[config.mk]
export PLATFORM = sky130hd
export DESIGN_NAME = video_mode_best_match_flat
export DESIGN_NICKNAME = d
export VERILOG_FILES = /design/src/rtl/core/vmbm_pkg.sv /design/src/rtl/core/vmbm_if.sv /design/src/rtl/core/video_mode_best_match.sv /design/src/flat_wrapper.sv
export SDC_FILE = /design/constraint.sdc
export NUM_CORES = 2
export LEC_CHECK = 0
export ABC_AREA = 1
export BUFFER_PORTS_ARGS = -buffer_cell sky130_fd_sc_hd__buf_2
export CAP_MARGIN = 5
export CORE_AREA = 10 10 414 416
export CTS_BUF_LIST = sky130_fd_sc_hd__clkbuf_8 sky130_fd_sc_hd__clkbuf_16
export DETAILED_ROUTE_END_ITERATION = 8
export DIE_AREA = 0 0 424 426
export GPL_TIMING_DRIVEN = 0
export SLEW_MARGIN = 20
export SYNTH_ARGS = -nofsm -noshare
export SYNTH_HDL_FRONTEND = slang
export SYNTH_SLANG_ARGS = --single-unit
[constraint.sdc]
create_clock -name clk -period 16.4 [get_ports clk]
set_input_delay 2.46 -clock clk [delete_from_list [all_inputs] [get_ports clk]]
set_output_delay 2.46 -clock clk [all_outputs]
set_load 0.01 [all_outputs]
[src/rtl/core/vmbm_pkg.sv]
// Shared types, codes and helpers for the video mode best-match block.
`default_nettype none

package vmbm_pkg;

	// Input word codes
	typedef logic [1:0] op_t;
	localparam op_t OP_RECORD = 2'd0;
	localparam op_t OP_END    = 2'd1;
	localparam op_t OP_FAIL   = 2'd2;

	// Configuration register indexes
	typedef logic [1:0] cfg_idx_t;
	localparam cfg_idx_t CFG_TARGET_WIDTH  = 2'd0;
	localparam cfg_idx_t CFG_TARGET_HEIGHT = 2'd1;
	localparam cfg_idx_t CFG_TARGET_DEPTH  = 2'd2;
	localparam int unsigned CFG_DATA_W = 15;

	// Fixed modes and reset targets
	localparam logic [15:0] START_MODE   = 16'h0013;
	localparam logic [15:0] MONO_MODE    = 16'h0011;
	localparam logic [31:0] START_PIXELS = 32'd64000;
	localparam logic [7:0]  START_DEPTH  = 8'd8;
	localparam int unsigned LFB_BIT      = 7;
	localparam logic [7:0]  LAYOUT_PACKED = 8'd4;
	localparam logic [7:0]  LAYOUT_DIRECT = 8'd6;
	localparam logic [14:0] RST_WIDTH  = 15'd640;
	localparam logic [14:0] RST_HEIGHT = 15'd480;
	localparam logic [7:0]  RST_DEPTH  = 8'd8;
	localparam logic [14:0] MONO_WIDTH  = 15'd640;
	localparam logic [14:0] MONO_HEIGHT = 15'd480;
	localparam logic [7:0]  MONO_DEPTH  = 8'd1;

	typedef struct packed {
		op_t         op;
		logic [15:0] mode_number;
		logic        query_ok;
		logic [15:0] mode_attributes;
		logic [7:0]  memory_layout;
		logic [15:0] mode_width;
		logic [15:0] mode_height;
		logic [7:0]  mode_depth;
		logic [15:0] buffer_low;
		logic [15:0] buffer_high;
	} rec_word_t;

	typedef struct packed {
		logic [15:0] chosen_mode;
		logic [15:0] frame_low;
		logic [15:0] frame_high;
	} res_word_t;

	// Depth distance; a mode shallower than wanted counts double
	function automatic logic [8:0] depth_gap(input logic [7:0] have, input logic [7:0] want);
		logic [7:0] diff;
		begin
			if (have >= want) begin
				diff = have - want;
				depth_gap = {1'b0, diff};
			end else begin
				diff = want - have;
				depth_gap = {diff, 1'b0};
			end
		end
	endfunction

	function automatic logic [31:0] abs_gap(input logic [31:0] a, input logic [31:0] b);
		begin
			abs_gap = (a >= b) ? (a - b) : (b - a);
		end
	endfunction

endpackage

`default_nettype wire

[src/rtl/core/vmbm_if.sv]
// Handshake channels of the video mode best-match block.
`default_nettype none

interface vmbm_rec_if;
	logic              valid;
	logic              ready;
	vmbm_pkg::rec_word_t data;

	modport source (output valid, output data, input ready);
	modport sink   (input valid, input data, output ready);
endinterface

interface vmbm_res_if;
	logic              valid;
	logic              ready;
	vmbm_pkg::res_word_t data;

	modport source (output valid, output data, input ready);
	modport sink   (input valid, input data, output ready);
endinterface

interface vmbm_cfg_if;
	logic                                valid;
	logic                                ready;
	vmbm_pkg::cfg_idx_t                  index;
	logic [vmbm_pkg::CFG_DATA_W-1:0]     wdata;

	modport source (output valid, output index, output wdata, input ready);
	modport sink   (input valid, input index, input wdata, output ready);
endinterface

`default_nettype wire

[src/rtl/core/video_mode_best_match.sv]
// Video mode best-match: picks the listed display mode closest to a target size and depth.
//
// Channels: records (sink) takes one word per mode record, an end-of-list word
// or a controller-failure word; result (source) gives the chosen mode and its
// frame buffer words; cfg (sink, always ready) writes target width, height and
// depth; the user must use it only while no record is in flight (not enforced).
// Throughput: one word per cycle while the stages have room; a stalled result
// can hold them. An accepted word passes the input stage, then the decision
// stage, and its result (if any) is registered in the result register. The
// search state holds the running best; the next decision-stage word sees it.
// The area product of each record is formed by one 16x16 multiplier between
// the input stage and the decision stage.
// When the receiver stalls, the result register holds its word and the input
// and decision stages still fill, so up to two more words are taken; words
// that give no result keep flowing.
// Reset clears all stages, ends any search and loads targets 640x480x8.
`default_nettype none

module video_mode_best_match (
	input  wire logic  clk,
	input  wire logic  arst_n,
	vmbm_rec_if.sink   records,
	vmbm_res_if.source result,
	vmbm_cfg_if.sink   cfg
);
	import vmbm_pkg::*;

	// Configuration and derived target values
	logic [14:0] target_width_q;
	logic [14:0] target_height_q;
	logic [7:0]  target_depth_q;
	logic [29:0] target_area_q;

	// Input stage
	logic      valid_s1;
	rec_word_t word_s1;

	// Decision stage
	logic        valid_s2;
	op_t         op_s2;
	logic [15:0] mode_s2;
	logic [15:0] lo_s2;
	logic [15:0] hi_s2;
	logic [31:0] prod_s2;
	logic        usable_s2;
	logic        exact_s2;
	logic [8:0]  dgap_s2;

	// Search state
	logic        searching_q;
	logic        answered_q;
	logic [15:0] best_mode_q;
	logic [31:0] best_pgap_q;
	logic [8:0]  best_dgap_q;
	logic [15:0] best_lo_q;
	logic [15:0] best_hi_q;

	// Result register
	logic      out_valid_q;
	res_word_t out_word_q;

	// Combinational
	logic        out_free;
	logic        s2_fire;
	logic        s2_free;
	logic        s1_move;
	logic        accept;
	logic        usable_c;
	logic        exact_c;
	logic        mono;
	logic [31:0] start_pgap;
	logic [8:0]  start_dgap;
	logic        cur_answered;
	logic [15:0] cur_mode;
	logic [31:0] cur_pgap;
	logic [8:0]  cur_dgap;
	logic [15:0] cur_lo;
	logic [15:0] cur_hi;
	logic [31:0] pgap;
	logic        better;
	logic        emit;
	res_word_t   emit_word;
	logic        nxt_searching;
	logic        nxt_answered;
	logic [15:0] nxt_mode;
	logic [31:0] nxt_pgap;
	logic [8:0]  nxt_dgap;
	logic [15:0] nxt_lo;
	logic [15:0] nxt_hi;

	// Flow control: a stage moves on when the one after it has room
	assign out_free = !out_valid_q || result.ready;
	assign s2_fire  = valid_s2 && (!emit || out_free);
	assign s2_free  = !valid_s2 || s2_fire;
	assign s1_move  = valid_s1 && s2_free;
	assign accept   = records.valid && records.ready;

	assign records.ready = !valid_s1 || s2_free;
	assign cfg.ready     = 1'b1;
	assign result.valid  = out_valid_q;
	assign result.data   = out_word_q;

	// Record screening and exact-match check for the input stage word
	assign usable_c = word_s1.query_ok && word_s1.mode_attributes[LFB_BIT] &&
		(word_s1.memory_layout == LAYOUT_PACKED || word_s1.memory_layout == LAYOUT_DIRECT);
	assign exact_c = (word_s1.mode_width == {1'b0, target_width_q}) &&
		(word_s1.mode_height == {1'b0, target_height_q}) &&
		(word_s1.mode_depth == target_depth_q);

	assign mono = (target_width_q == MONO_WIDTH) && (target_height_q == MONO_HEIGHT) &&
		(target_depth_q == MONO_DEPTH);

	// Starting gaps of a new search, from the current targets
	assign start_pgap = abs_gap(START_PIXELS, {2'b00, target_area_q});
	assign start_dgap = depth_gap(START_DEPTH, target_depth_q);

	// Running best, or the starting best when no search is open
	assign cur_answered = searching_q && answered_q;
	assign cur_mode     = searching_q ? best_mode_q : START_MODE;
	assign cur_pgap     = searching_q ? best_pgap_q : start_pgap;
	assign cur_dgap     = searching_q ? best_dgap_q : start_dgap;
	assign cur_lo       = searching_q ? best_lo_q : 16'd0;
	assign cur_hi       = searching_q ? best_hi_q : 16'd0;

	assign pgap   = abs_gap(prod_s2, {2'b00, target_area_q});
	assign better = (cur_pgap > pgap) || (cur_pgap == pgap && cur_dgap > dgap_s2);

	// Decision for the word in the decision stage
	always_comb begin
		emit          = 1'b0;
		emit_word     = '{chosen_mode: START_MODE, frame_low: 16'd0, frame_high: 16'd0};
		nxt_searching = searching_q;
		nxt_answered  = answered_q;
		nxt_mode      = cur_mode;
		nxt_pgap      = cur_pgap;
		nxt_dgap      = cur_dgap;
		nxt_lo        = cur_lo;
		nxt_hi        = cur_hi;
		case (op_s2)
			OP_RECORD: begin
				nxt_searching = 1'b1;
				nxt_answered  = cur_answered;
				if (!cur_answered && usable_s2) begin
					if (exact_s2) begin
						emit         = 1'b1;
						emit_word    = '{chosen_mode: mode_s2, frame_low: lo_s2,
							frame_high: hi_s2};
						nxt_answered = 1'b1;
					end else if (better) begin
						nxt_mode = mode_s2;
						nxt_pgap = pgap;
						nxt_dgap = dgap_s2;
						nxt_lo   = lo_s2;
						nxt_hi   = hi_s2;
					end
				end
			end
			OP_END: begin
				nxt_searching = 1'b0;
				nxt_answered  = 1'b0;
				emit          = !cur_answered;
				if (mono) begin
					emit_word = '{chosen_mode: MONO_MODE, frame_low: 16'd0,
						frame_high: 16'd0};
				end else begin
					emit_word = '{chosen_mode: cur_mode, frame_low: cur_lo,
						frame_high: cur_hi};
				end
			end
			OP_FAIL: begin
				nxt_searching = 1'b0;
				nxt_answered  = 1'b0;
				emit          = 1'b1;
			end
			default: begin
				emit = 1'b0;
			end
		endcase
	end

	// Control state, configuration and derived targets
	always_ff @(posedge clk or negedge arst_n) begin
		if (!arst_n) begin
			target_width_q  <= RST_WIDTH;
			target_height_q <= RST_HEIGHT;
			target_depth_q  <= RST_DEPTH;
			target_area_q   <= 30'(RST_WIDTH) * 30'(RST_HEIGHT);
			valid_s1        <= 1'b0;
			valid_s2        <= 1'b0;
			searching_q     <= 1'b0;
			answered_q      <= 1'b0;
			out_valid_q     <= 1'b0;
		end else begin
			if (cfg.valid) begin
				case (cfg.index)
					CFG_TARGET_WIDTH:  target_width_q  <= cfg.wdata[14:0];
					CFG_TARGET_HEIGHT: target_height_q <= cfg.wdata[14:0];
					CFG_TARGET_DEPTH:  target_depth_q  <= cfg.wdata[7:0];
					default:           target_depth_q  <= target_depth_q;
				endcase
			end
			target_area_q <= 30'(target_width_q) * 30'(target_height_q);

			if (records.ready) begin
				valid_s1 <= records.valid;
			end
			if (s2_free) begin
				valid_s2 <= valid_s1;
			end
			if (s2_fire) begin
				searching_q <= nxt_searching;
				answered_q  <= nxt_answered;
			end
			if (s2_fire && emit) begin
				out_valid_q <= 1'b1;
			end else if (result.ready) begin
				out_valid_q <= 1'b0;
			end
		end
	end

	// Payload registers
	always_ff @(posedge clk) begin
		if (accept) begin
			word_s1 <= records.data;
		end
		if (s1_move) begin
			op_s2     <= word_s1.op;
			mode_s2   <= word_s1.mode_number;
			lo_s2     <= word_s1.buffer_low;
			hi_s2     <= word_s1.buffer_high;
			prod_s2   <= 32'(word_s1.mode_width) * 32'(word_s1.mode_height);
			usable_s2 <= usable_c;
			exact_s2  <= exact_c;
			dgap_s2   <= depth_gap(word_s1.mode_depth, target_depth_q);
		end
		if (s2_fire) begin
			best_mode_q <= nxt_mode;
			best_pgap_q <= nxt_pgap;
			best_dgap_q <= nxt_dgap;
			best_lo_q   <= nxt_lo;
			best_hi_q   <= nxt_hi;
		end
		if (s2_fire && emit) begin
			out_word_q <= emit_word;
		end
	end

`ifndef SYNTHESIS
	// An exact match is only remembered inside an open search
	a_answered_in_search: assert property (@(posedge clk) disable iff (!arst_n)
		answered_q |-> searching_q)
		else $error("answered flag set outside a search");

	// A controller failure always closes the search
	a_fail_closes: assert property (@(posedge clk) disable iff (!arst_n)
		(s2_fire && op_s2 == OP_FAIL) |=> !searching_q)
		else $error("search still open after controller failure");

	// Input back-pressure only when both stages are occupied
	a_ready_low_full: assert property (@(posedge clk) disable iff (!arst_n)
		!records.ready |-> (valid_s1 && valid_s2))
		else $error("input stalled with a free stage");

	// A new result only follows a decision that produced one
	a_result_source: assert property (@(posedge clk) disable iff (!arst_n)
		$rose(out_valid_q) |-> $past(s2_fire && emit))
		else $error("result word appeared without a decision");
`endif

endmodule

`default_nettype wire
[src/flat_wrapper.sv]
// flat-port wrapper written by rule: the top's interface ports become plain ports
module video_mode_best_match_flat import vmbm_pkg::*;
  (clk, arst_n, records_valid, records_data, records_ready, result_valid, result_data, result_ready, cfg_valid, cfg_index, cfg_wdata, cfg_ready);
  vmbm_rec_if records_i ();
  vmbm_res_if result_i ();
  vmbm_cfg_if cfg_i ();
  input  wire logic clk;
  input  wire logic arst_n;
  input wire logic [$bits(records_i.valid)-1:0] records_valid;
  input wire logic [$bits(records_i.data)-1:0] records_data;
  output wire logic [$bits(records_i.ready)-1:0] records_ready;
  output wire logic [$bits(result_i.valid)-1:0] result_valid;
  output wire logic [$bits(result_i.data)-1:0] result_data;
  input wire logic [$bits(result_i.ready)-1:0] result_ready;
  input wire logic [$bits(cfg_i.valid)-1:0] cfg_valid;
  input wire logic [$bits(cfg_i.index)-1:0] cfg_index;
  input wire logic [$bits(cfg_i.wdata)-1:0] cfg_wdata;
  output wire logic [$bits(cfg_i.ready)-1:0] cfg_ready;
  assign records_i.valid = records_valid;
  assign records_i.data = records_data;
  assign records_ready = records_i.ready;
  assign result_valid = result_i.valid;
  assign result_data = result_i.data;
  assign result_i.ready = result_ready;
  assign cfg_i.valid = cfg_valid;
  assign cfg_i.index = cfg_index;
  assign cfg_i.wdata = cfg_wdata;
  assign cfg_ready = cfg_i.ready;
  video_mode_best_match u_core (.clk(clk), .arst_n(arst_n), .records(records_i), .result(result_i), .cfg(cfg_i));
endmodule
* After elaboration in Yosys (flattened, before gate mapping)
Index checks and enable logic that the tools add are counted.
Storage, ports and cells: register bits 410, input port bits 137, output and inout bits 51, logic and storage cells 141
Cells by class: $add $sub $neg 8, $mul 2, $lt $le $gt $ge 6, eq/ne operators 13, multiplexer cells 42, reductions and logical operators 33
Operators by type and width (count):
- $mux W16 | 15
- $mux W32 | 7
- $mux W48 | 3
- $pmux W48 S2 | 1
- $mux W9 | 6
- $eq A16 B15 Y1 | 2
- $eq A32 B32 Y1 | 1
- $ge A32 B30 Y1 | 1
- $gt A32 B32 Y1 | 1
- $mul A16 B16 Y32 | 1
- $sub A30 B32 Y32 | 1
- $sub A32 B30 Y32 | 1
- $sub A16 B30 Y31 const A | 1
- $sub A30 B16 Y31 const B | 1
- $ge A16 B30 Y1 const A | 1
- $mul A15 B15 Y30 | 1
- $eq A8 B3 Y1 const B | 2
- $sub A8 B8 Y8 | 2
- $eq A15 B10 Y1 const B | 1
- $eq A15 B9 Y1 const B | 1
- $logic_and A1 B1 Y1 | 13
- $gt A9 B9 Y1 | 1
- $eq A8 B1 Y1 const B | 1
- $eq A8 B8 Y1 | 1
- 16 further kinds | 38

* Longest topological paths before layout
depth after elaboration 11, mapped depth 34, gate-level depth less buffers 31

* Worst setup path before layout
Ideal clock, no wire load.
path kind register -> register, start register u_core.target_height_q[7], end register u_core.target_area_q[20], setup time 0.128 ns, arrival time 5.380 ns, data required time 16.272 ns, slack 10.892 ns, cell stages (with the launch flop) 22, path buffers 2, period minus slack after synthesis 5.508 ns, path through dfstp_2 > clkbuf_1 > clkbuf_1 > nand2_1 > fa_1 > inv_1 > fa_1 > inv_1 > fa_1 > inv_1 > fa_1 > fa_1 > inv_1 > fa_1 > inv_1 > ha_1 > a21oi_1 > o21ai_0 > o21bai_1 > a21oi_1 > o21bai_1 > xor2_1
Between the ends: word-level cells in the longest chain between the ends 1
Ends and longest elaborated chain:
- start: declaration | RTL line video_mode_best_match.sv:30 | logic [14:0] target_height_q;
- start signal: assignment | RTL line video_mode_best_match.sv:197 | CFG_TARGET_HEIGHT: target_height_q <= cfg.wdata[14:0];
- $mul A15 B15 Y30 | RTL line video_mode_best_match.sv:202 | target_area_q <= 30'(target_width_q) * 30'(target_height_q);
- end signal: assignment | RTL line video_mode_best_match.sv:187 | target_area_q <= 30'(RST_WIDTH) * 30'(RST_HEIGHT);
- end signal: assignment | RTL line video_mode_best_match.sv:202
- end: declaration | RTL line video_mode_best_match.sv:32 | logic [29:0] target_area_q;
No other way between the ends. A chain may end at the register's enable or synchronous reset.

* Worst setup path after layout
start register u_core.word_s1[67] (netlist name), end register u_core.prod_s2[25], data pin
Between the ends: word-level cells in the longest chain between the ends 1
Ends and longest elaborated chain:
- start: declaration | RTL line video_mode_best_match.sv:36 | rec_word_t word_s1;
- start signal: assignment | RTL line video_mode_best_match.sv:225 | word_s1 <= records.data;
- $mul A16 B16 Y32 | RTL line video_mode_best_match.sv:232 | prod_s2 <= 32'(word_s1.mode_width) * 32'(word_s1.mode_height);
- end signal: assignment | RTL line video_mode_best_match.sv:232
- end: declaration | RTL line video_mode_best_match.sv:44 | logic [31:0] prod_s2;
No other way between the ends.

==> impl_metrics.toml <==
[outcome]
status = "finished clean"

[placed_design]
routabilityCongestion = 0.945
dpl.hpwl_um = 106000
place_ws_ns = 9.53
portBuffers = 170
dp_cells = 7452
place_area_um2 = 44200

[setup_path]
worst-r2r-setup-slack_ns = 9.44
reg2reg_from = "u_core.word_s1[67]$_DFFE_PP_"
cp-end-kind = "flop"
reg2regPathDepth = 19
path_class = "reg -> reg"
slowest_delay_ns = 0.66
critPathMostFrequentCell = "fa_1"
required_ns = 16.74
start_kind = "flop"
cp.buffers_inverters = 5
crit_path_start = "u_core.word_s1[67]$_DFFE_PP_"
crit_path_cell_trace = "clkbuf_1, clkbuf_1, nand2_1, fa_1, fa_1, fa_1, inv_1, fa_1, fa_1, inv_1, fa_1, inv_1, ha_1, nand2_1, nor3_1, nand4_1, nand3_1, a21oi_1, xor2_1"
r2r-end = "u_core.prod_s2[25]$_DFFE_PP_"
crit_slowest_cell = "clkbuf_1"
arrival_ns = 7.30
worstPathMaxFanout = 10
cp_top_family = "adder cells"

[clock_tree]
cts_hold_buf = 0
clkSinkCount = 402
cts_made_buffers = 45
cts_resized = 0
cts_setup_buffers = 0
cts_root_buffer = "clkbuf_16"
worstSkewPairLatency_ns = 0.65
path_clk_slew_ns = 0.06
cts.path.max_buffers = 3
ctsHtreeMaxLevel = 2
cts_tree = "done"

[yosys]
yosysTopAreaCellShare = 0.244
ys_warn_count = 0
synth.avg_cell_area_um2 = 7.93
synth.ff_latch_count = 402
async_reset_ff_frac = 0.182
synth_edf_count = 329
synth_area_um2 = 40500
syn-instance-count = 5102
synth_area_leaders = "edfxtp_1 24%, fa_1 18%, nand2_1 14%"
synth_top_cell_by_area = "edfxtp_1"
synth_seq_area_share = 0.290
syn-num-nets = 5931
synth_ff_type = "edfxtp_1"
ys_types = 53

[timing]
finClkSkew_ns = 0.0500
worst_pin_slew_ns = 1.00
layout_min_cycle_time_ns = 6.96
slew-limit-headroom = 0.333
finalCritPeriodShare = 0.425
drv_slew = 0
setup_violations = 0
hold_violations = 0
fmaxAchievable_mhz = 144
finalSetupTns_ns = 0
worst_slack_ns = 9.44
rsz0062_at_grt = "no"

[floorplan]
ios = 188
num_rows = 148
fp.dieH_um = 426
start_util = 0.249
core-area_um2 = 163000
die_width_um = 424
dieArea_um2 = 181000

[detailed_routing]
drc = 0
via_per_inst = 4.44
wl_per_cell_um = 17.3
vias = 33500
drtIter0Drc = 2712
dr.pass1.iters = 6
drt-total-wl_um = 130000
ant_nets = 0

[cells_and_area]
syn2layout_area_growth_pct = 12.9
instances_no_fill = 7536
drive_above_1_share = 0.0722
final_nets = 6153
design_area_um2 = 45700

[grt]
grt_start_max_net_pins = 69
grt_util_all_layers = 0.140
grt_pass1_vias = 33300
grt_pass1_wl_um = 198000
antenna_found_initial = 4
overflow = 0

[min_path]
worstHoldPathCells = 0
hp-start = "u_core.word_s1[113]$_DFFE_PP_"
worstHoldPathType = "reg -> reg"
hold_end = "u_core.op_s2[0]$_DFFE_PP_"

[power_and_ir_drop]
vdd_drop_max_mv = 0.266
fin_total_pwr_w = 0.0102
leakage_nw = 23.6
powerDensity_nw_per_um2 = 224

[run]
drv_cap = 0
==> cells in the mapped netlist (4+ instances only) <==
master and count:
a211oi_1 4, a21boi_0 4, a21boi_1 8, a21o_1 10, a21oi_1 129, a221oi_1 5, a22o_1 4, a31oi_1 11
buf_1 17, buf_2 31, buf_4 8, buf_6 5, clkbuf_1 138, dfrtp_1 62, dfstp_2 11, edfxtp_1 329
fa_1 365, ha_1 327, inv_1 1115, inv_2 5, nand2_1 1478, nand2_2 22, nand3_1 261, nand3_2 6
nand4_1 45, nor2_1 222, nor2_2 11, nor2_4 4, nor3_1 23, nor4_1 9, o211ai_1 4, o21a_1 5
o21ai_0 212, o21ai_1 15, o21bai_1 11, o22ai_1 9, or2_2 24, xnor2_1 34, xor2_1 92
==> through the flow <==
step	utilization	hold WS, ns
after floorplan	-	0.400
after CTS	0.281	0.420
after global routing	0.281	0.425
after global placement	0.271	0.408
final	0.281	0.415
after detailed placement	0.272	0.405
==> cell usage in the layout (no fill, tap or decap), types with 8 or more instances in the layout <==
master,instances
buf_2,200
o22ai_1,9
edfxtp_1,329
nor4_1,8
fa_1,365
nand2_1,1478
dfstp_2,11
buf_4,9
ha_1,327
nand3_1,261
a21boi_1,8
nor2_1,222
clkbuf_1,138
clkbuf_16,48
o21ai_0,212
xnor2_1,34
dfrtp_1,62
a31oi_1,11
a21o_1,10
nor3_1,23
nor2_2,11
nand4_1,45
inv_1,1120
nand2_2,22
xor2_1,92
o21bai_1,11
a21oi_1,129
buf_1,17
or2_2,24
o21ai_1,15
==> routing by layer <==
layer	routed length, um	track usage	vias up
li1	-	-	16100
met1	58000	0.190	16100
met2	59500	0.228	1134
met3	8820	0.0239	181
met4	3790	0.0400	2
met5	11	0	-
==> layout make-up <==
class / instances / area, um2
Sequential cell: 402 / 11700
Tap cell: 2175 / 2720
Inverter: 1121 / 4230
Buffer: 203 / 883
Antenna cell: 1 / 2.50
Clock buffer: 52 / 1260
Clock inverter: 31 / 234
Fill cell: 17700 / 117000
Multi-Input combinational cell: 3376 / 23600
Timing Repair Buffer: 175 / 983
==> worst max-delay path by stage <==
stage                                         endpoint  slack [ns]  depth (start not counted)
CTS                       u_core.prod_s2[25]$_DFFE_PP_        9.50                         19
detailed placement        u_core.prod_s2[25]$_DFFE_PP_        9.53                         19
finish                    u_core.prod_s2[25]$_DFFE_PP_        9.44                         19
floorplan           u_core.target_area_q[20]$_DFF_PN0_       10.89                         21
global route              u_core.prod_s2[25]$_DFFE_PP_        9.11                         19
global placement          u_core.word_s1[41]$_DFFE_PP_        9.26                          7
==> registers in the layout, indices dropped and copies added, names as in the netlist, 30 cells and up <==
signal                flops
u_core.target_area_q     30
u_core.word_s1           99
u_core.best_pgap_q       32
u_core.prod_s2           32
u_core.result.data       48
==> logic make-up after synthesis <==
kind of cell,Yosys count,synth area share
AOI/OAI and AO/OA,441,0.0597
DFF,402,0.290
other,1,0.0000927
xor gates and xnor gates,126,0.0273
and+or+nand+nor,2116,0.216
adders and majority gates,692,0.282
buffers and inverters,1324,0.126
==> power by group <==
part	leakage, nW	switching [W]	internal, W	total, W
registers	4.09	0.000135	0.00148	0.00162
clock network	0.763	0.000450	0.000570	0.00102
logic	18.8	0.00498	0.00262	0.00760
total	23.6	0.00557	0.00467	0.0102
Power figures use the tool's default switching activity.
